<file path="config.mk">
export PLATFORM = sky130hd
export DESIGN_NAME = link_rate_fallback_monitor_core_flat
export DESIGN_NICKNAME = d
export VERILOG_FILES = /design/src/rtl/lrfm_pkg.sv /design/src/rtl/lrfm_if.sv /design/src/rtl/lrfm_window.sv /design/src/rtl/lrfm_estimator.sv /design/src/rtl/link_rate_fallback_monitor_core.sv /design/src/flat_wrapper.sv
export VERILOG_INCLUDE_DIRS = /design/src /design/src/rtl
export SDC_FILE = /design/constraint.sdc
export NUM_CORES = 1
export LEC_CHECK = 0
export BUFFER_PORTS_ARGS = -buffer_cell sky130_fd_sc_hd__buf_2
export CAP_MARGIN = 20
export CORE_ASPECT_RATIO = 0.75
export CORE_MARGIN = 2
export CORE_UTILIZATION = 35
export CTS_BUF_LIST = sky130_fd_sc_hd__clkbuf_16
export CTS_CLUSTER_SIZE = 24
export DETAILED_ROUTE_END_ITERATION = 10
export PLACE_DENSITY_LB_ADDON = 0.12
export SYNTH_ARGS = -nofsm -noshare
export SYNTH_HDL_FRONTEND = slang
export SYNTH_SLANG_ARGS = --single-unit
export TNS_END_PERCENT = 50
</file>
<file path="constraint.sdc">
create_clock -name clock -period 10.62 [get_ports clock]
set_input_delay 2.124 -clock clock [delete_from_list [all_inputs] [get_ports clock]]
set_output_delay 2.124 -clock clock [all_outputs]
set_load 0.005 [all_outputs]
</file>
<file path="src/rtl/link_rate_fallback_monitor_core_assert.svh">
// Assertion macros shared by the monitor's RTL files.
// Both expect a signal named clock in the module that uses them; LRFM_CHECK also expects reset.
`ifndef LINK_RATE_FALLBACK_MONITOR_CORE_ASSERT_SVH
`define LINK_RATE_FALLBACK_MONITOR_CORE_ASSERT_SVH

// Check a property on every clock edge outside reset.
`define LRFM_CHECK(label, prop, msg) \
   label: assert property (@(posedge clock) disable iff (reset) prop) \
      else $error(msg);

// Check a property on every clock edge, reset included.
`define LRFM_CHECK_ALWAYS(label, prop, msg) \
   label: assert property (@(posedge clock) prop) else $error(msg);

`endif

</file>
<file path="src/rtl/lrfm_pkg.sv">
`default_nettype none

package lrfm_pkg;

   // Field widths fixed by the block definition
   localparam int unsigned CNT_W = 16;
   localparam int unsigned EST_W = 17;

   // Estimate of one (1.0 in Q1.16)
   localparam logic [EST_W-1:0] EST_ONE = 17'h10000;

   // Averaging weight 0.3 in Q0.16
   localparam logic signed [15:0] WEIGHT_Q16 = 16'sd19661;

   // Rounding offset for the Q0.16 product
   localparam logic signed [33:0] ROUND_HALF = 34'sd32768;

   // Received block count that must be exceeded before fall-forward
   localparam logic [31:0] MIN_BLOCKS = 32'd2000;

   // Remainder steps after the leading quotient bit
   localparam int unsigned DIV_STEPS = 16;
   localparam logic [3:0] DIV_LAST = 4'(DIV_STEPS - 1);

   // Register indexes on the configuration port
   typedef enum logic [2:0] {
      CSR_BURST_WINDOW         = 3'd0,
      CSR_BURST_ERROR_LIMIT    = 3'd1,
      CSR_FALLBACK_WINDOW      = 3'd2,
      CSR_FALLBACK_ERROR_LIMIT = 3'd3,
      CSR_RATE_CHANGE_ENABLE   = 3'd4,
      CSR_MARGIN_LIMIT         = 3'd5
   } csr_index_type;

   // Register reset values
   localparam logic [CNT_W-1:0]        BURST_WINDOW_RST         = 16'd31;
   localparam logic [CNT_W-1:0]        BURST_ERROR_LIMIT_RST    = 16'd24;
   localparam logic [CNT_W-1:0]        FALLBACK_WINDOW_RST      = 16'd1000;
   localparam logic [CNT_W-1:0]        FALLBACK_ERROR_LIMIT_RST = 16'd100;
   localparam logic signed [15:0]      MARGIN_LIMIT_RST         = 16'sd3840;

   // Window counter status for the block being stepped
   typedef struct packed {
      logic             close;
      logic             tripped;
      logic [CNT_W-1:0] blocks;
      logic [CNT_W-1:0] errors;
   } win_stat_type;

   // Estimator status
   typedef struct packed {
      logic busy;
      logic done;
   } est_stat_type;

   // Request flags of one result item
   typedef struct packed {
      logic abort_request;
      logic fallback_request;
      logic local_ready;
      logic forward_request;
   } rsp_flags_type;

endpackage

`default_nettype wire

</file>
<file path="src/rtl/lrfm_if.sv">
`default_nettype none

// Input item channel
interface lrfm_req_if;
   logic               valid;
   logic               ready;
   logic               block_fail;
   logic signed [15:0] margin;
   logic [31:0]        blocks_received;
   logic               higher_rate_ok;
   logic               far_end_ready;

   modport source (output valid, block_fail, margin, blocks_received, higher_rate_ok,
                   far_end_ready, input ready);
   modport sink (input valid, block_fail, margin, blocks_received, higher_rate_ok,
                 far_end_ready, output ready);
endinterface

// Result item channel
interface lrfm_rsp_if;
   logic        valid;
   logic        ready;
   logic        abort_request;
   logic        fallback_request;
   logic        local_ready;
   logic        forward_request;
   logic [16:0] error_estimate;

   modport source (output valid, abort_request, fallback_request, local_ready,
                   forward_request, error_estimate, input ready);
   modport sink (input valid, abort_request, fallback_request, local_ready,
                 forward_request, error_estimate, output ready);
endinterface

// Configuration write channel
interface lrfm_csr_if;
   logic        valid;
   logic        ready;
   logic [2:0]  idx;
   logic [15:0] wdata;

   modport source (output valid, idx, wdata, input ready);
   modport sink (input valid, idx, wdata, output ready);
endinterface

`default_nettype wire

</file>
<file path="src/rtl/lrfm_window.sv">
`default_nettype none

module lrfm_window (
   input  wire logic                          clock,
   input  wire logic                          reset,
   input  wire logic                          step,
   input  wire logic                          block_fail,
   input  wire logic [lrfm_pkg::CNT_W-1:0]    window,
   input  wire logic [lrfm_pkg::CNT_W-1:0]    limit,
   output lrfm_pkg::win_stat_type             stat
);

   logic [lrfm_pkg::CNT_W-1:0] blocks_ff, blocks_in;
   logic [lrfm_pkg::CNT_W-1:0] errors_ff, errors_in;
   logic                       tripped_ff;
   logic [lrfm_pkg::CNT_W-1:0] blk_inc;
   logic [lrfm_pkg::CNT_W-1:0] err_inc;
   logic                       close;

   // Count this block and check for window close
   always_comb begin
      blk_inc      = blocks_ff + 16'd1;
      err_inc      = errors_ff + 16'(block_fail);
      close        = (blk_inc >= window);
      stat.close   = close;
      stat.tripped = tripped_ff | (close & (err_inc >= limit));
      stat.blocks  = blk_inc;
      stat.errors  = err_inc;
      blocks_in    = close ? '0 : blk_inc;
      errors_in    = close ? '0 : err_inc;
   end

   // Advance counters and hold the sticky trip flag
   always_ff @(posedge clock) begin
      if (reset) begin
         blocks_ff  <= '0;
         errors_ff  <= '0;
         tripped_ff <= 1'b0;
      end else if (step) begin
         blocks_ff  <= blocks_in;
         errors_ff  <= errors_in;
         tripped_ff <= stat.tripped;
      end
   end

endmodule

`default_nettype wire

</file>
<file path="src/rtl/lrfm_estimator.sv">
`default_nettype none
`include "link_rate_fallback_monitor_core_assert.svh"

module lrfm_estimator (
   input  wire logic                       clock,
   input  wire logic                       reset,
   input  wire logic                       go,
   input  lrfm_pkg::win_stat_type          fb_stat,
   output lrfm_pkg::est_stat_type          est_stat,
   output logic [lrfm_pkg::EST_W-1:0]      avg
);

   typedef enum logic [1:0] {
      ST_IDLE,
      ST_DIV,
      ST_MUL,
      ST_ADD
   } state_type;

   state_type                  state_ff;
   logic                       done_ff;
   logic [lrfm_pkg::EST_W-1:0] avg_ff, avg_in;
   logic [lrfm_pkg::CNT_W-1:0] div_ff;
   logic [lrfm_pkg::CNT_W-1:0] rem_ff, rem_in;
   logic [lrfm_pkg::EST_W-1:0] quo_ff;
   logic [3:0]                 cnt_ff;
   logic signed [33:0]         prod_ff, prod_in;

   logic [16:0]                trial;
   logic                       fits;
   logic signed [17:0]         diff;
   logic signed [33:0]         diff_ext;
   logic signed [33:0]         weight_ext;
   logic signed [33:0]         rounded;
   logic signed [17:0]         step_q;
   logic signed [18:0]         step_ext;
   logic signed [18:0]         sum;

   // One quotient bit per cycle: shift remainder, trial subtract
   always_comb begin
      trial  = {rem_ff, 1'b0};
      fits   = (trial >= {1'b0, div_ff});
      rem_in = fits ? 16'(trial - {1'b0, div_ff}) : trial[15:0];
   end

   // Weighted difference, then round and clamp the new average
   always_comb begin
      diff       = $signed({1'b0, quo_ff}) - $signed({1'b0, avg_ff});
      diff_ext   = 34'(diff);
      weight_ext = 34'(lrfm_pkg::WEIGHT_Q16);
      prod_in    = diff_ext * weight_ext;
      rounded    = prod_ff + lrfm_pkg::ROUND_HALF;
      step_q     = rounded[33:16];
      step_ext   = 19'(step_q);
      sum        = $signed({2'b00, avg_ff}) + step_ext;
      priority if (sum < 19'sd0) begin
         avg_in = '0;
      end else if (sum > $signed({2'b00, lrfm_pkg::EST_ONE})) begin
         avg_in = lrfm_pkg::EST_ONE;
      end else begin
         avg_in = sum[16:0];
      end
   end

   // Sequence divide, multiply and update
   always_ff @(posedge clock) begin
      if (reset) begin
         state_ff <= ST_IDLE;
         done_ff  <= 1'b0;
         avg_ff   <= '0;
         cnt_ff   <= '0;
      end else begin
         done_ff <= 1'b0;
         unique case (state_ff)
            ST_IDLE: begin
               if (go) begin
                  div_ff <= fb_stat.blocks;
                  cnt_ff <= '0;
                  if (fb_stat.errors >= fb_stat.blocks) begin
                     rem_ff <= fb_stat.errors - fb_stat.blocks;
                     quo_ff <= 17'd1;
                  end else begin
                     rem_ff <= fb_stat.errors;
                     quo_ff <= '0;
                  end
                  state_ff <= ST_DIV;
               end
            end
            ST_DIV: begin
               rem_ff <= rem_in;
               quo_ff <= {quo_ff[15:0], fits};
               cnt_ff <= cnt_ff + 4'd1;
               if (cnt_ff == lrfm_pkg::DIV_LAST) begin
                  state_ff <= ST_MUL;
               end
            end
            ST_MUL: begin
               prod_ff  <= prod_in;
               state_ff <= ST_ADD;
            end
            ST_ADD: begin
               avg_ff   <= avg_in;
               done_ff  <= 1'b1;
               state_ff <= ST_IDLE;
            end
            default: begin
               state_ff <= ST_IDLE;
            end
         endcase
      end
   end

   assign est_stat.busy = (state_ff != ST_IDLE);
   assign est_stat.done = done_ff;
   assign avg           = avg_ff;

   `LRFM_CHECK(a_rem_below_divisor, (state_ff == ST_DIV) |-> (rem_ff < div_ff), "remainder overflow")
   `LRFM_CHECK(a_avg_in_range, avg_ff <= lrfm_pkg::EST_ONE, "average above one")
   `LRFM_CHECK(a_quotient_in_range, done_ff |-> (quo_ff <= lrfm_pkg::EST_ONE), "ratio above one")
   `LRFM_CHECK_ALWAYS(a_no_done_after_reset, $past(reset) |-> !done_ff, "done right after reset")

endmodule

`default_nettype wire

</file>
<file path="src/rtl/link_rate_fallback_monitor_core.sv">
// Link rate fallback monitor. Takes one item per received data block and
// answers each with one result item carrying the abort, fallback and
// fall-forward requests and the averaged block error probability (Q1.16).
// Two windowed error counters set sticky trip flags that clear only on reset.
// Items are handled one at a time. An item that does not close the fallback
// window goes to the result register once it is free or being emptied; one
// that closes it first waits for the serial divider, which finds the window's
// error ratio one quotient bit per cycle (17 bits), then for one multiply and
// one update step. A waiting result does not block the next item, but a second
// result waits until the first is taken. Write configuration only while no
// item is in progress; writes to indexes beyond the register list are ignored.
`default_nettype none
`include "link_rate_fallback_monitor_core_assert.svh"

module link_rate_fallback_monitor_core (
   input  wire logic   clock,
   input  wire logic   reset,
   lrfm_req_if.sink    req_ch,
   lrfm_rsp_if.source  rsp_ch,
   lrfm_csr_if.sink    csr_ch
);

   typedef enum logic [1:0] {
      ST_IDLE,
      ST_EST,
      ST_PUSH
   } state_type;

   state_type                   state_ff;
   lrfm_pkg::rsp_flags_type     pend_ff, pend_in;
   logic                        rsp_valid_ff;
   lrfm_pkg::rsp_flags_type     rsp_flags_ff;
   logic [lrfm_pkg::EST_W-1:0]  rsp_est_ff;

   logic [lrfm_pkg::CNT_W-1:0]  burst_window_ff;
   logic [lrfm_pkg::CNT_W-1:0]  burst_error_limit_ff;
   logic [lrfm_pkg::CNT_W-1:0]  fallback_window_ff;
   logic [lrfm_pkg::CNT_W-1:0]  fallback_error_limit_ff;
   logic                        rate_change_enable_ff;
   logic signed [15:0]          margin_limit_ff;

   logic                        req_take;
   logic                        est_go;
   logic                        push_go;
   logic                        local_ok;
   lrfm_pkg::win_stat_type      burst_stat;
   lrfm_pkg::win_stat_type      fb_stat;
   lrfm_pkg::est_stat_type      est_stat;
   logic [lrfm_pkg::EST_W-1:0]  est_avg;

   // Write configuration registers
   assign csr_ch.ready = 1'b1;

   always_ff @(posedge clock) begin
      if (reset) begin
         burst_window_ff         <= lrfm_pkg::BURST_WINDOW_RST;
         burst_error_limit_ff    <= lrfm_pkg::BURST_ERROR_LIMIT_RST;
         fallback_window_ff      <= lrfm_pkg::FALLBACK_WINDOW_RST;
         fallback_error_limit_ff <= lrfm_pkg::FALLBACK_ERROR_LIMIT_RST;
         rate_change_enable_ff   <= 1'b0;
         margin_limit_ff         <= lrfm_pkg::MARGIN_LIMIT_RST;
      end else if (csr_ch.valid) begin
         unique case (csr_ch.idx)
            lrfm_pkg::CSR_BURST_WINDOW:         burst_window_ff <= csr_ch.wdata;
            lrfm_pkg::CSR_BURST_ERROR_LIMIT:    burst_error_limit_ff <= csr_ch.wdata;
            lrfm_pkg::CSR_FALLBACK_WINDOW:      fallback_window_ff <= csr_ch.wdata;
            lrfm_pkg::CSR_FALLBACK_ERROR_LIMIT: fallback_error_limit_ff <= csr_ch.wdata;
            lrfm_pkg::CSR_RATE_CHANGE_ENABLE:   rate_change_enable_ff <= csr_ch.wdata[0];
            lrfm_pkg::CSR_MARGIN_LIMIT:         margin_limit_ff <= $signed(csr_ch.wdata);
            default: begin
            end
         endcase
      end
   end

   // Accept an item only between items
   assign req_ch.ready = (state_ff == ST_IDLE);
   assign req_take     = req_ch.valid && req_ch.ready;
   assign est_go       = req_take && fb_stat.close;

   // Load the result register once it is free or being emptied
   assign push_go      = (state_ff == ST_PUSH) && (!rsp_valid_ff || rsp_ch.ready);

   lrfm_window u_burst (
      .clock      (clock),
      .reset      (reset),
      .step       (req_take),
      .block_fail (req_ch.block_fail),
      .window     (burst_window_ff),
      .limit      (burst_error_limit_ff),
      .stat       (burst_stat)
   );

   lrfm_window u_fallback (
      .clock      (clock),
      .reset      (reset),
      .step       (req_take),
      .block_fail (req_ch.block_fail),
      .window     (fallback_window_ff),
      .limit      (fallback_error_limit_ff),
      .stat       (fb_stat)
   );

   lrfm_estimator u_est (
      .clock    (clock),
      .reset    (reset),
      .go       (est_go),
      .fb_stat  (fb_stat),
      .est_stat (est_stat),
      .avg      (est_avg)
   );

   // Form the request flags of the incoming item
   always_comb begin
      local_ok = rate_change_enable_ff && (req_ch.margin > margin_limit_ff) &&
                 (req_ch.blocks_received > lrfm_pkg::MIN_BLOCKS) && req_ch.higher_rate_ok;
      pend_in.abort_request    = burst_stat.tripped;
      pend_in.fallback_request = rate_change_enable_ff & fb_stat.tripped;
      pend_in.local_ready      = local_ok;
      pend_in.forward_request  = local_ok & req_ch.far_end_ready;
   end

   // Sequence items and hold the result register
   always_ff @(posedge clock) begin
      if (reset) begin
         state_ff     <= ST_IDLE;
         rsp_valid_ff <= 1'b0;
      end else begin
         if (rsp_ch.valid && rsp_ch.ready && !push_go) begin
            rsp_valid_ff <= 1'b0;
         end
         unique case (state_ff)
            ST_IDLE: begin
               if (req_take) begin
                  pend_ff  <= pend_in;
                  state_ff <= fb_stat.close ? ST_EST : ST_PUSH;
               end
            end
            ST_EST: begin
               if (est_stat.done) begin
                  state_ff <= ST_PUSH;
               end
            end
            ST_PUSH: begin
               if (push_go) begin
                  rsp_valid_ff <= 1'b1;
                  rsp_flags_ff <= pend_ff;
                  rsp_est_ff   <= est_avg;
                  state_ff     <= ST_IDLE;
               end
            end
            default: begin
               state_ff <= ST_IDLE;
            end
         endcase
      end
   end

   assign rsp_ch.valid            = rsp_valid_ff;
   assign rsp_ch.abort_request    = rsp_flags_ff.abort_request;
   assign rsp_ch.fallback_request = rsp_flags_ff.fallback_request;
   assign rsp_ch.local_ready      = rsp_flags_ff.local_ready;
   assign rsp_ch.forward_request  = rsp_flags_ff.forward_request;
   assign rsp_ch.error_estimate   = rsp_est_ff;

   `LRFM_CHECK(a_done_while_waiting, est_stat.done |-> (state_ff == ST_EST), "stray estimator done")
   `LRFM_CHECK(a_est_active, (state_ff == ST_EST) |-> (est_stat.busy || est_stat.done), "estimator lost")
   `LRFM_CHECK(a_estimate_range, rsp_valid_ff |-> (rsp_est_ff <= lrfm_pkg::EST_ONE), "estimate above one")
   `LRFM_CHECK(a_forward_needs_local, rsp_valid_ff |-> (!rsp_flags_ff.forward_request || rsp_flags_ff.local_ready), "forward without local")

endmodule

`default_nettype wire

</file>
<file path="src/flat_wrapper.sv">
// flat-port wrapper written by rule: the top's interface ports become plain ports
module link_rate_fallback_monitor_core_flat 
  (clock, reset, req_ch_valid, req_ch_block_fail, req_ch_margin, req_ch_blocks_received, req_ch_higher_rate_ok, req_ch_far_end_ready, req_ch_ready, rsp_ch_valid, rsp_ch_abort_request, rsp_ch_fallback_request, rsp_ch_local_ready, rsp_ch_forward_request, rsp_ch_error_estimate, rsp_ch_ready, csr_ch_valid, csr_ch_idx, csr_ch_wdata, csr_ch_ready);
  lrfm_req_if req_ch_i ();
  lrfm_rsp_if rsp_ch_i ();
  lrfm_csr_if csr_ch_i ();
  input  wire logic clock;
  input  wire logic reset;
  input wire logic [$bits(req_ch_i.valid)-1:0] req_ch_valid;
  input wire logic [$bits(req_ch_i.block_fail)-1:0] req_ch_block_fail;
  input wire logic [$bits(req_ch_i.margin)-1:0] req_ch_margin;
  input wire logic [$bits(req_ch_i.blocks_received)-1:0] req_ch_blocks_received;
  input wire logic [$bits(req_ch_i.higher_rate_ok)-1:0] req_ch_higher_rate_ok;
  input wire logic [$bits(req_ch_i.far_end_ready)-1:0] req_ch_far_end_ready;
  output wire logic [$bits(req_ch_i.ready)-1:0] req_ch_ready;
  output wire logic [$bits(rsp_ch_i.valid)-1:0] rsp_ch_valid;
  output wire logic [$bits(rsp_ch_i.abort_request)-1:0] rsp_ch_abort_request;
  output wire logic [$bits(rsp_ch_i.fallback_request)-1:0] rsp_ch_fallback_request;
  output wire logic [$bits(rsp_ch_i.local_ready)-1:0] rsp_ch_local_ready;
  output wire logic [$bits(rsp_ch_i.forward_request)-1:0] rsp_ch_forward_request;
  output wire logic [$bits(rsp_ch_i.error_estimate)-1:0] rsp_ch_error_estimate;
  input wire logic [$bits(rsp_ch_i.ready)-1:0] rsp_ch_ready;
  input wire logic [$bits(csr_ch_i.valid)-1:0] csr_ch_valid;
  input wire logic [$bits(csr_ch_i.idx)-1:0] csr_ch_idx;
  input wire logic [$bits(csr_ch_i.wdata)-1:0] csr_ch_wdata;
  output wire logic [$bits(csr_ch_i.ready)-1:0] csr_ch_ready;
  assign req_ch_i.valid = req_ch_valid;
  assign req_ch_i.block_fail = req_ch_block_fail;
  assign req_ch_i.margin = req_ch_margin;
  assign req_ch_i.blocks_received = req_ch_blocks_received;
  assign req_ch_i.higher_rate_ok = req_ch_higher_rate_ok;
  assign req_ch_i.far_end_ready = req_ch_far_end_ready;
  assign req_ch_ready = req_ch_i.ready;
  assign rsp_ch_valid = rsp_ch_i.valid;
  assign rsp_ch_abort_request = rsp_ch_i.abort_request;
  assign rsp_ch_fallback_request = rsp_ch_i.fallback_request;
  assign rsp_ch_local_ready = rsp_ch_i.local_ready;
  assign rsp_ch_forward_request = rsp_ch_i.forward_request;
  assign rsp_ch_error_estimate = rsp_ch_i.error_estimate;
  assign rsp_ch_i.ready = rsp_ch_ready;
  assign csr_ch_i.valid = csr_ch_valid;
  assign csr_ch_i.idx = csr_ch_idx;
  assign csr_ch_i.wdata = csr_ch_wdata;
  assign csr_ch_ready = csr_ch_i.ready;
  link_rate_fallback_monitor_core u_core (.clock(clock), .reset(reset), .req_ch(req_ch_i), .rsp_ch(rsp_ch_i), .csr_ch(csr_ch_i));
endmodule
</file>
==> metrics.txt, run 1 <==
internal power component 1761 µW; number of warnings printed during yosys synthesis 0; postcts setup bufs 0; count of final max-slew check failures 0; register bit count reported by yosys 267; pin count of the biggest net entering global routing 56; largest voltage drop on the vdd net 0.08979 mV; Critical Path RT 10.93 ns; worst-skew pair later-pin latency between 0.5 and 0.6 ns; proportion of register bits with asynchronous set or reset after synthesis 0%; clock skew after layout 0.02699 ns; Slowest Stage Delay on Critical Path 0.69 ns; mean cell area of the mapped netlist 8.844 µm²; final-layout setup total negative slack 0 ns; total number of vias 16.36k; top flip-flop cell by instance count after synthesis dfxtp_1; layout filler cell count 5971; number of antenna violations at the first check in global routing 3; synthesized area 20960 µm²; library cells used by synthesis 77; reported leakage power slightly above 0.01 µW; part of the total power dissipated in the clock network 45.2%; switching portion of total power ~26%; count of H-tree levels built during CTS 2; arrival time reported for the critical path endpoint 8.46 ns; master of the slowest instance on the critical path xor2_1; share of cells above drive strength 1 roughly 8.2%; average detailed-routed wire length per instance 18.05 µm; reported net switching power 616.3 µW; sum of overflow across all layers after global routing 0; portion of the post-synthesis area used by sequential elements 29.94%; router iterations before antenna repair 5; Logic pwr share a little under a tenth; gpl congestion 0.8558; hold-fix buffer count after cts 0; # clock sinks 267; cts bufs inserted 34; most frequent cells in the layout inv_1 (333), ha_1 (271), nand2_1 (268); final antenna-violating net count 0; count of port buffers added during placement 97; number of cells upsized or downsized after cts 0; root buffer selected by CTS clkbuf_16; final critical-path share of the clock period just under 80%; most prevalent standard cell on the critical path fa_1; Hold Vio Cnt, Final 0; TritonCTS clock tree done; Total Power ~2400 µW; tightest slew margin relative to the limit 31.30%; CP endpoint kind flip-flop; # rows 77; Max Buffers Root-to-Sink 3; maximum fanout along the worst path 7; setup repair after global routing missed its margin no; GR Util All Layers 19.39%; number of design rule violations left after detail routing 0; initial core utilization 35.49%; class of the tightest hold or removal check reg -> reg; die width about 290 µm; IO Count 99; count of routing violations after the opening detailed-route iteration between 1k and 1.5k; power per cell area 101.4 nW/µm²; maximum capacitance violations 0; Area growth, synth to finish 11.86%; final wirelength a little under 60000 µm; actual transition at the worst max-transition pin 1.026 ns; Vias per Instance 4.997; floorplan die area 61880 µm²; worst setup path category reg -> reg; worst hold slack after final layout 0.4310 ns; most common library cell in the layout ignoring fill and taps inv_1; HPWL reported at the end of detailed placement approximately 46000 µm; via count of the first global-routing pass around 16k; endpoints failing setup 0; number of enable flip-flop cells after synthesis 93; gate count after technology mapping 2370; category of the worst setup path launch point flip-flop; final antenna diode count 0; floorplan die height 215.9 µm; status complete, no violations; clock-pin slew of the registers on the worst-case setup and hold paths ~0.06 ns; Final min period 8.156 ns; Post-Synthesis Net Count 2817; count of nets after finishing a little under 3k; global-route wire length before repair approximately 94000 µm; Sequential Power Share a little under half; Fmax achieved approximately 120 MHz; area inside the core boundary about 59000 µm²
==> stage by stage <==
step / cell area, µm² / util [%] / instances / setup WS, ns
after floorplan: 20960 / - / 2370 / 3.172
after global placement: 22400 / 37.94 / 3211 / 2.607
after detailed placement: 22400 / 37.94 / 3211 / 2.500
after CTS: 23420 / 39.66 / 3272 / 2.480
after global routing: 23450 / 39.70 / 3274 / 1.955
final: 23450 / 39.70 / 3274 / 2.464
==> worst paths after layout <==
kind                                           from                              to  slack, ns  cells after the start
worst max-delay path            u_core.u_est.avg[0]        u_core.u_est.prod_ff[30]       2.46                     28
worst min-delay path              u_core.pend_ff[2]  u_core.rsp_ch.fallback_request       0.43                      0
worst max register to register  u_core.u_est.avg[0]        u_core.u_est.prod_ff[30]       2.46                     28
worst min register to register    u_core.pend_ff[2]  u_core.rsp_ch.fallback_request       0.43                      0
==> layout make-up <==
cell class / instances / area (µm²) / share of cell area (%)
timing repair buffer: 124 / 698.2 / 2.978
multi-input combinational: 1704 / 13230 / 56.44
clock buffer: 35 / 875.8 / 3.736
clock inverter: 26 / 143.9 / 0.6137
tap: 790 / 988.4 / 4.216
sequential: 267 / 6276 / 26.77
inverter: 328 / 1231 / 5.251
==> power by group through the flow <==
stage / clock [µW] / sequential, µW / combinational, µW
final: 1070 / 1080 / 222
after global routing: 1150 / 1080 / 247
after CTS: 1110 / 1080 / 222
after detailed placement: 0 / 1100 / 220
after global placement: 0 / 1100 / 218
after floorplan: 0 / 1100 / 141
==> critical path: cells and delay by family (launching register included) <==
family	cells	cell delay, ns
AOI/OAI and AO/OA	12	2.37
xor gates and xnor gates	2	0.77
adders and majority gates	9	3.71
buffers and inverters	3	0.15
DFF	1	0.43
and+or+nand+nor	2	0.45
==> Yosys cell counts (73+ instances only) <==
library cell,instances,area [µm²]
o21ai_0,73,365.4
nor2_1,123,461.7
edfxtp_1,93,2793
xor2_1,82,718.2
xnor2_1,86,753.2
ha_1,272,3403
inv_1,327,1227
a21oi_1,183,915.9
fa_1,100,2002
nand3_1,84,420.4
dfxtp_1,174,3483
nand2_1,269,1010
==> layer usage <==
metal,global-route usage (%),wire [µm],share of wire (%),vias to the layer above
met3,3.087,3056,5.2,56
met2,25.39,22010,37,322
met1,32.04,33110,56,7751
met5,0,0,0,-
met4,4.293,915,1.5,0
li1,-,-,-,8231
==> cell families (layout without fill, tap and decap cells) <==
group	after synthesis	count (layout)	synth area share, %
XOR/XNOR	168	168	7.020
other	1	1	0.01789
flip-flops	267	267	29.94
adder cells (fa/ha/maj)	372	372	25.79
multiplexers	17	17	0.8178
AO/OA/AOI/OAI	466	466	14.14
buffers and inverters	399	513	7.169
AND/OR/NAND/NOR	680	680	15.11
==> sequential cells by signal (all words and copies together), names as in the netlist, 17 cells and up <==
register                      count
u_core.u_est.quo_ff              17
u_core.u_est.avg                 17
u_core.u_est.prod_ff             19
u_core.rsp_ch.error_estimate     17
No activity file was read; power rests on OpenSTA's default activity.
==> run 2: changes to the inputs <==
clock period = 7.05 ns   (was 10.62 ns; I/O delays follow)
==> run 2 against run 1 <==
The flow now finishes with violations (setup timing). Routed wire length up 2.6%. Utilization up 2.5 points. Count of clock-buffer cells in the layout down 4. Final area up 6.2%. Sequential share of layout area down 1.6 points. Combinational power up 50%. Setup slack worse by 2.7 ns. Via count up 3.1%. Flip-flop and latch count unchanged. Critical endpoint unchanged.
==> metrics.txt, run 2 (synthesis gave the netlist of run 1 again) <==
# clock sinks 267 (unchanged); maximum capacitance violations 0 (unchanged); worst-skew pair later-pin latency 0.61 ns (+0.05 ns); most frequent cells in the layout inv_1 (322), nand2_1 (267), ha_1 (248); worst setup path category reg -> reg; number of design rule violations left after detail routing 0 (unchanged); count of H-tree levels built during CTS 1 (-1); IO Count 99 (unchanged); Total Power 3600 µW (+51%); clock skew after layout 0.04288 ns (+0.01589 ns); Vias per Instance 4.968 (-0.58%); internal power component 2688 µW (+53%); tightest slew margin relative to the limit 30.35% (-0.95 points); initial core utilization 35.49% (unchanged); final antenna-violating net count 0 (unchanged); global-route wire length before repair 96210 µm (+2.7%); number of antenna violations at the first check in global routing 0 (-3); category of the worst setup path launch point flip-flop; average detailed-routed wire length per instance 17.86 µm (-1.1%); master of the slowest instance on the critical path fa_1; Critical Path RT 7.41 ns (-3.52 ns); part of the total power dissipated in the clock network 45.5% (+0.3 points); Sequential Power Share 45.2% (-0.3 points); hold-fix buffer count after cts 0 (unchanged); switching portion of total power 25.35% (-0.57 points); area inside the core boundary 59060 µm² (unchanged); Final min period 7.286 ns (-0.8704 ns); via count of the first global-routing pass 16.54k (+2.9%); arrival time reported for the critical path endpoint 7.64 ns (-0.82 ns); gpl congestion 0.8751 (+2.3%); final antenna diode count 0 (unchanged); status finished with violations; Area growth, synth to finish 18.79%; GR Util All Layers 19.87% (+0.48 points); Slowest Stage Delay on Critical Path 0.51 ns (-0.18 ns); reported net switching power 912.7 µW (+48%); floorplan die height 215.9 µm (unchanged); pin count of the biggest net entering global routing 68 (+21%); # rows 77 (unchanged); power per cell area 144.6 nW/µm² (+43%); final-layout setup total negative slack -1.951 ns (-1.951 ns); count of port buffers added during placement 97 (unchanged); reported leakage power 0.01103 µW (+6.2%); maximum fanout along the worst path 4 (-3); count of nets after finishing 3028 (+4.2%); most common library cell in the layout ignoring fill and taps inv_1; Max Buffers Root-to-Sink 3 (unchanged); total number of vias 16.87k (+3.1%); die width 286.6 µm (unchanged); Hold Vio Cnt, Final 0 (unchanged); final worst slack -0.2360 ns (-2.700 ns); TritonCTS clock tree done; sum of overflow across all layers after global routing 0 (unchanged); router iterations before antenna repair 5 (unchanged); Logic pwr share 9.3% (about the same); setup repair after global routing missed its margin yes; class of the tightest hold or removal check reg -> reg; Fmax achieved 137.2 MHz (+12%); actual transition at the worst max-transition pin 1.044 ns (+0.01833 ns); clock-pin slew of the registers on the worst-case setup and hold paths 0.07 ns (about the same); final critical-path share of the clock period 103.3% (+27 points); share of cells above drive strength 1 14.97% (+6.8 points); final wirelength 60630 µm (+2.6%); cts bufs inserted 30 (-12%); CP endpoint kind flip-flop; root buffer selected by CTS clkbuf_16; HPWL reported at the end of detailed placement 47500 µm (+2.9%); floorplan die area 61880 µm² (unchanged); count of routing violations after the opening detailed-route iteration 1146 (+4.2%); largest voltage drop on the vdd net 0.1739 mV (+94%); endpoints failing setup 13 (+13); count of final max-slew check failures 0 (unchanged); number of flip-flops under the largest register name 19 (unchanged); failing checks setup timing; register name with the most flops u_core.u_est.prod_ff
==> run 2: cell count changes in the layout (fill, tap and decap cells not counted), moves of 5 or more <==
cell / previous run / this run
inv_1: 333 / 322
ha_4: 0 / 20
xnor2_1: 86 / 81
a21oi_2: 4 / 12
buf_4: 26 / 149
ha_1: 271 / 248
a21oi_1: 180 / 171
inv_2: 1 / 9
==> run 2: metrics by stage <==
step	instance area [µm²]	std cells	setup slack (ns)	util, %	hold slack, ns
after floorplan	21090	2370	-0.02101	-	0.4003
after global placement	23330	3317	-0.3571	39.50	0.4082
after detailed placement	23330	3318	-0.4676	39.51	0.4055
after CTS	24740	3389	-0.1944	41.89	0.4251
after global routing	24900	3395	-0.5084	42.16	0.4350
final	24900	3395	-0.2360	42.16	0.4184
==> run 2: path summary, 6_finish.rpt <==
kind | to | from | cells past startpoint | slack, ns
max | u_core.u_est.prod_ff[30] | u_core.u_est.quo_ff[0] | 31 | -0.24
min | u_core.rsp_ch.local_ready | u_core.pend_ff[1] | 0 | 0.42
max reg2reg | u_core.u_est.prod_ff[30] | u_core.u_est.quo_ff[0] | 31 | -0.24
min reg2reg | u_core.rsp_ch.local_ready | u_core.pend_ff[1] | 0 | 0.42
==> run 2: routing by layer <==
layer	up-vias	global-route usage [%]	part of all wire, %
li1	8481	-	-
met1	8045	33.09	56
met2	299	26.70	38
met3	42	3.013	5.2
met4	0	2.513	1.1
met5	-	0	0
==> run 2: layout make-up <==
class,count,area [µm²]
clock buffers,31,775.7
clock inverters,25,244.0
fillers,5868,34160
inverters,328,1235
multi-input cells,1704,13710
flip-flops and latches,267,6276
well taps,790,988.4
repair buffers,250,1673
==> run 2: critical path: cells and delay by family (launching register included) <==
family | cells | cell delay (ns)
simple gates | 2 | 0.83
xor+xnor | 2 | 0.17
flops | 1 | 0.38
compound gates | 11 | 1.92
buf+inv | 7 | 0.48
fa+ha+maj | 9 | 3.26
==> run 2: power groups by stage <==
stage               clock [µW]  sequential, µW  combinational (µW)
floorplan                    0            1660                 213
global placement             0            1660                 326
detailed placement           0            1660                 331
CTS                       1680            1630                 333
global route              1740            1630                 371
finish                    1640            1630                 333
==> run 2: timing repair <==
item	4_1_cts	5_1_grt
setup endpoints to repair	14	15
resized for setup	42	11
pin swaps	41	21
buffers inserted	16	4
==> run 3: changes to the inputs <==
PLACE_DENSITY = 0.59   (was default)
PLACE_DENSITY_LB_ADDON = default   (was 0.12)
==> run 3 against run 2 <==
The flow still finishes with violations (setup timing). Clock power decreased by 5%. Die area stayed put. Routed wire length fell by 9.1%. Critical path depth stayed put. Final area down 1.2%. Sequential share of layout area is 0.30 points higher. First-iteration DRC count increased by 7.3%. Register-to-register slack improved by 0.05 ns. Setup slack better by 0.054 ns. Flip-flop and latch count is the same. Critical endpoint unchanged.
==> metrics.txt, run 3 (synthesis gave the netlist of run 1 again) <==
post-placement cell count 3295 (-0.69%); Critical Path RT 7.37 ns (-0.04 ns); total number of vias 17.02k (+0.88%); tightest slew margin relative to the limit 29.21% (-1.1 points); final wirelength 55130 µm (-9.1%); TritonCTS clock tree done; Final min period 7.232 ns (-0.05420 ns); number of flip-flops under the largest register name 19 (unchanged); master of the slowest instance on the critical path fa_1; count of port buffers added during placement 97 (unchanged); worst setup path category reg -> reg; average detailed-routed wire length per instance 16.36 µm (-8.4%); layout filler cell count 5769 (-1.7%); setup repair after global routing missed its margin yes; power per cell area 142.9 nW/µm² (-1.1%); Total Power 3518 µW (-2.3%); clock skew after layout 0.02059 ns (-0.02229 ns); final antenna-violating net count 0 (unchanged); final critical-path share of the clock period 102.6% (-0.77 points); root buffer selected by CTS clkbuf_16; via count of the first global-routing pass 16.56k (+0.097%); final-layout setup total negative slack -0.7457 ns (+1.205 ns); area inside the core boundary 59060 µm² (unchanged); status finished with violations; number of design rule violations left after detail routing 0 (unchanged); pin count of the biggest net entering global routing 79 (+16%); Slowest Stage Delay on Critical Path 0.52 ns (about the same); Hold Vio Cnt, Final 0 (unchanged); sum of overflow across all layers after global routing 0 (unchanged); class of the tightest hold or removal check reg -> reg; worst-skew pair later-pin latency 0.56 ns (-0.05 ns); category of the worst setup path launch point flip-flop; die width 286.6 µm (unchanged); clock-pin slew of the registers on the worst-case setup and hold paths 0.07 ns (about the same); count of H-tree levels built during CTS 1 (unchanged); CP endpoint kind flip-flop; hold-fix buffer count after cts 0 (unchanged); worst slack at placement -0.4345 ns (+0.03302 ns); largest voltage drop on the vdd net 0.1788 mV (+2.8%); global-route wire length before repair 89090 µm (-7.4%); number of cells in the finished layout apart from fillers 3369 (-0.77%); GR Util All Layers 17.80% (-2.1 points); Vias per Instance 5.050 (+1.7%); router iterations before antenna repair 5 (unchanged); maximum fanout along the worst path 4 (unchanged); maximum capacitance violations 0 (unchanged); most common library cell in the layout ignoring fill and taps inv_1; share of cells above drive strength 1 13.96% (-1.0 points); # rows 77 (unchanged); most frequent cells in the layout inv_1 (319), nand2_1 (268), ha_1 (253); reported leakage power 0.01088 µW (-1.4%); Fmax achieved 138.3 MHz (+0.75%); arrival time reported for the critical path endpoint 7.55 ns (-0.09 ns); floorplan die area 61880 µm² (unchanged); register name with the most flops u_core.u_est.prod_ff; actual transition at the worst max-transition pin 1.062 ns (+0.01776 ns); count of final max-slew check failures 0 (unchanged); initial core utilization 35.49% (unchanged); IO Count 99 (unchanged); gpl congestion 0.8611 (-1.6%); number of antenna violations at the first check in global routing 0 (unchanged); Area growth, synth to finish 17.40%; count of routing violations after the opening detailed-route iteration 1230 (+7.3%); floorplan die height 215.9 µm (unchanged); final worst slack -0.1818 ns (+0.05420 ns); failing checks setup timing; Max Buffers Root-to-Sink 3 (unchanged); final antenna diode count 0 (unchanged); worst reg2reg setup slack -0.18 ns (+0.05 ns); cts bufs inserted 29 (-3.3%); # clock sinks 267 (unchanged); count of nets after finishing 3003 (-0.83%); HPWL reported at the end of detailed placement 42830 µm (-9.8%); endpoints failing setup 9 (-4)
## run 3: cell types whose count changed in the layout (fill, tap and decap cells not counted), sizes merged
cell and delta:
clkbuf -2, buf -24
## run 3: per-stage QoR
| stage | utilization, % | hold slack, ns | area [µm²] |
|---|---|---|---|
| global route | 41.67 | 0.4395 | 24610 |
| global placement | 39.21 | 0.4036 | 23150 |
| finish | 41.67 | 0.4250 | 24610 |
| floorplan | - | 0.4003 | 21090 |
| CTS | 41.22 | 0.4209 | 24340 |
| detailed placement | 39.21 | 0.4052 | 23150 |
## run 3: final timing paths
| check | start | to | cells past startpoint |
|---|---|---|---|
| worst max-delay path | u_core.u_est.quo_ff[0] | u_core.u_est.prod_ff[30] | 31 |
| worst max register to register | u_core.u_est.quo_ff[0] | u_core.u_est.prod_ff[30] | 31 |
| worst min register to register | u_core.pend_ff[1] | u_core.rsp_ch.local_ready | 0 |
| worst min-delay path | u_core.pend_ff[1] | u_core.rsp_ch.local_ready | 0 |
## run 3: power by group
group	switching [µW]	internal, µW	leakage (µW)	total (µW)
logic	198	125	0.00816	323
clock network	664	901	0.000478	1560
registers	12.3	1620	0.00224	1630
total	874	2640	0.0109	3520
## run 3: per-layer routing
metal / part of all wire (%) / routed length [µm] / global-route usage [%]
met1: 52 / 28530 / 27.85
met2: 41 / 22470 / 25.67
met3: 5.6 / 3084 / 2.357
met4: 1.9 / 1044 / 3.787
met5: 0 / 0 / 0
## run 3: critical path, delay by kind of cell (launching register included)
kind                       cells  cell delay (ns)
AOI/OAI and AO/OA             11             1.94
DFF                            1             0.38
and+or+nand+nor                2             0.81
buffers and inverters          7             0.48
xor gates and xnor gates       2             0.25
adders and majority gates      9             3.12
## run 3: layout make-up
cell class / instances / area [µm²] / area share (%)
clock buffers: 29 / 725.7 / 2.949
multi-input cells: 1704 / 13670 / 55.54
flip-flops and latches: 267 / 6276 / 25.50
repair buffers: 226 / 1480 / 6.015
well taps: 790 / 988.4 / 4.017
clock inverters: 25 / 239.0 / 0.9712
inverters: 328 / 1231 / 5.003
## run 3: repair_timing
item / CTS / global route
setup buffers: 11 / 6
setup endpoints to repair: 14 / 15
endpoints found under the hold margin: 0 / 0
pin swaps: 42 / 35
resized for setup: 26 / 24
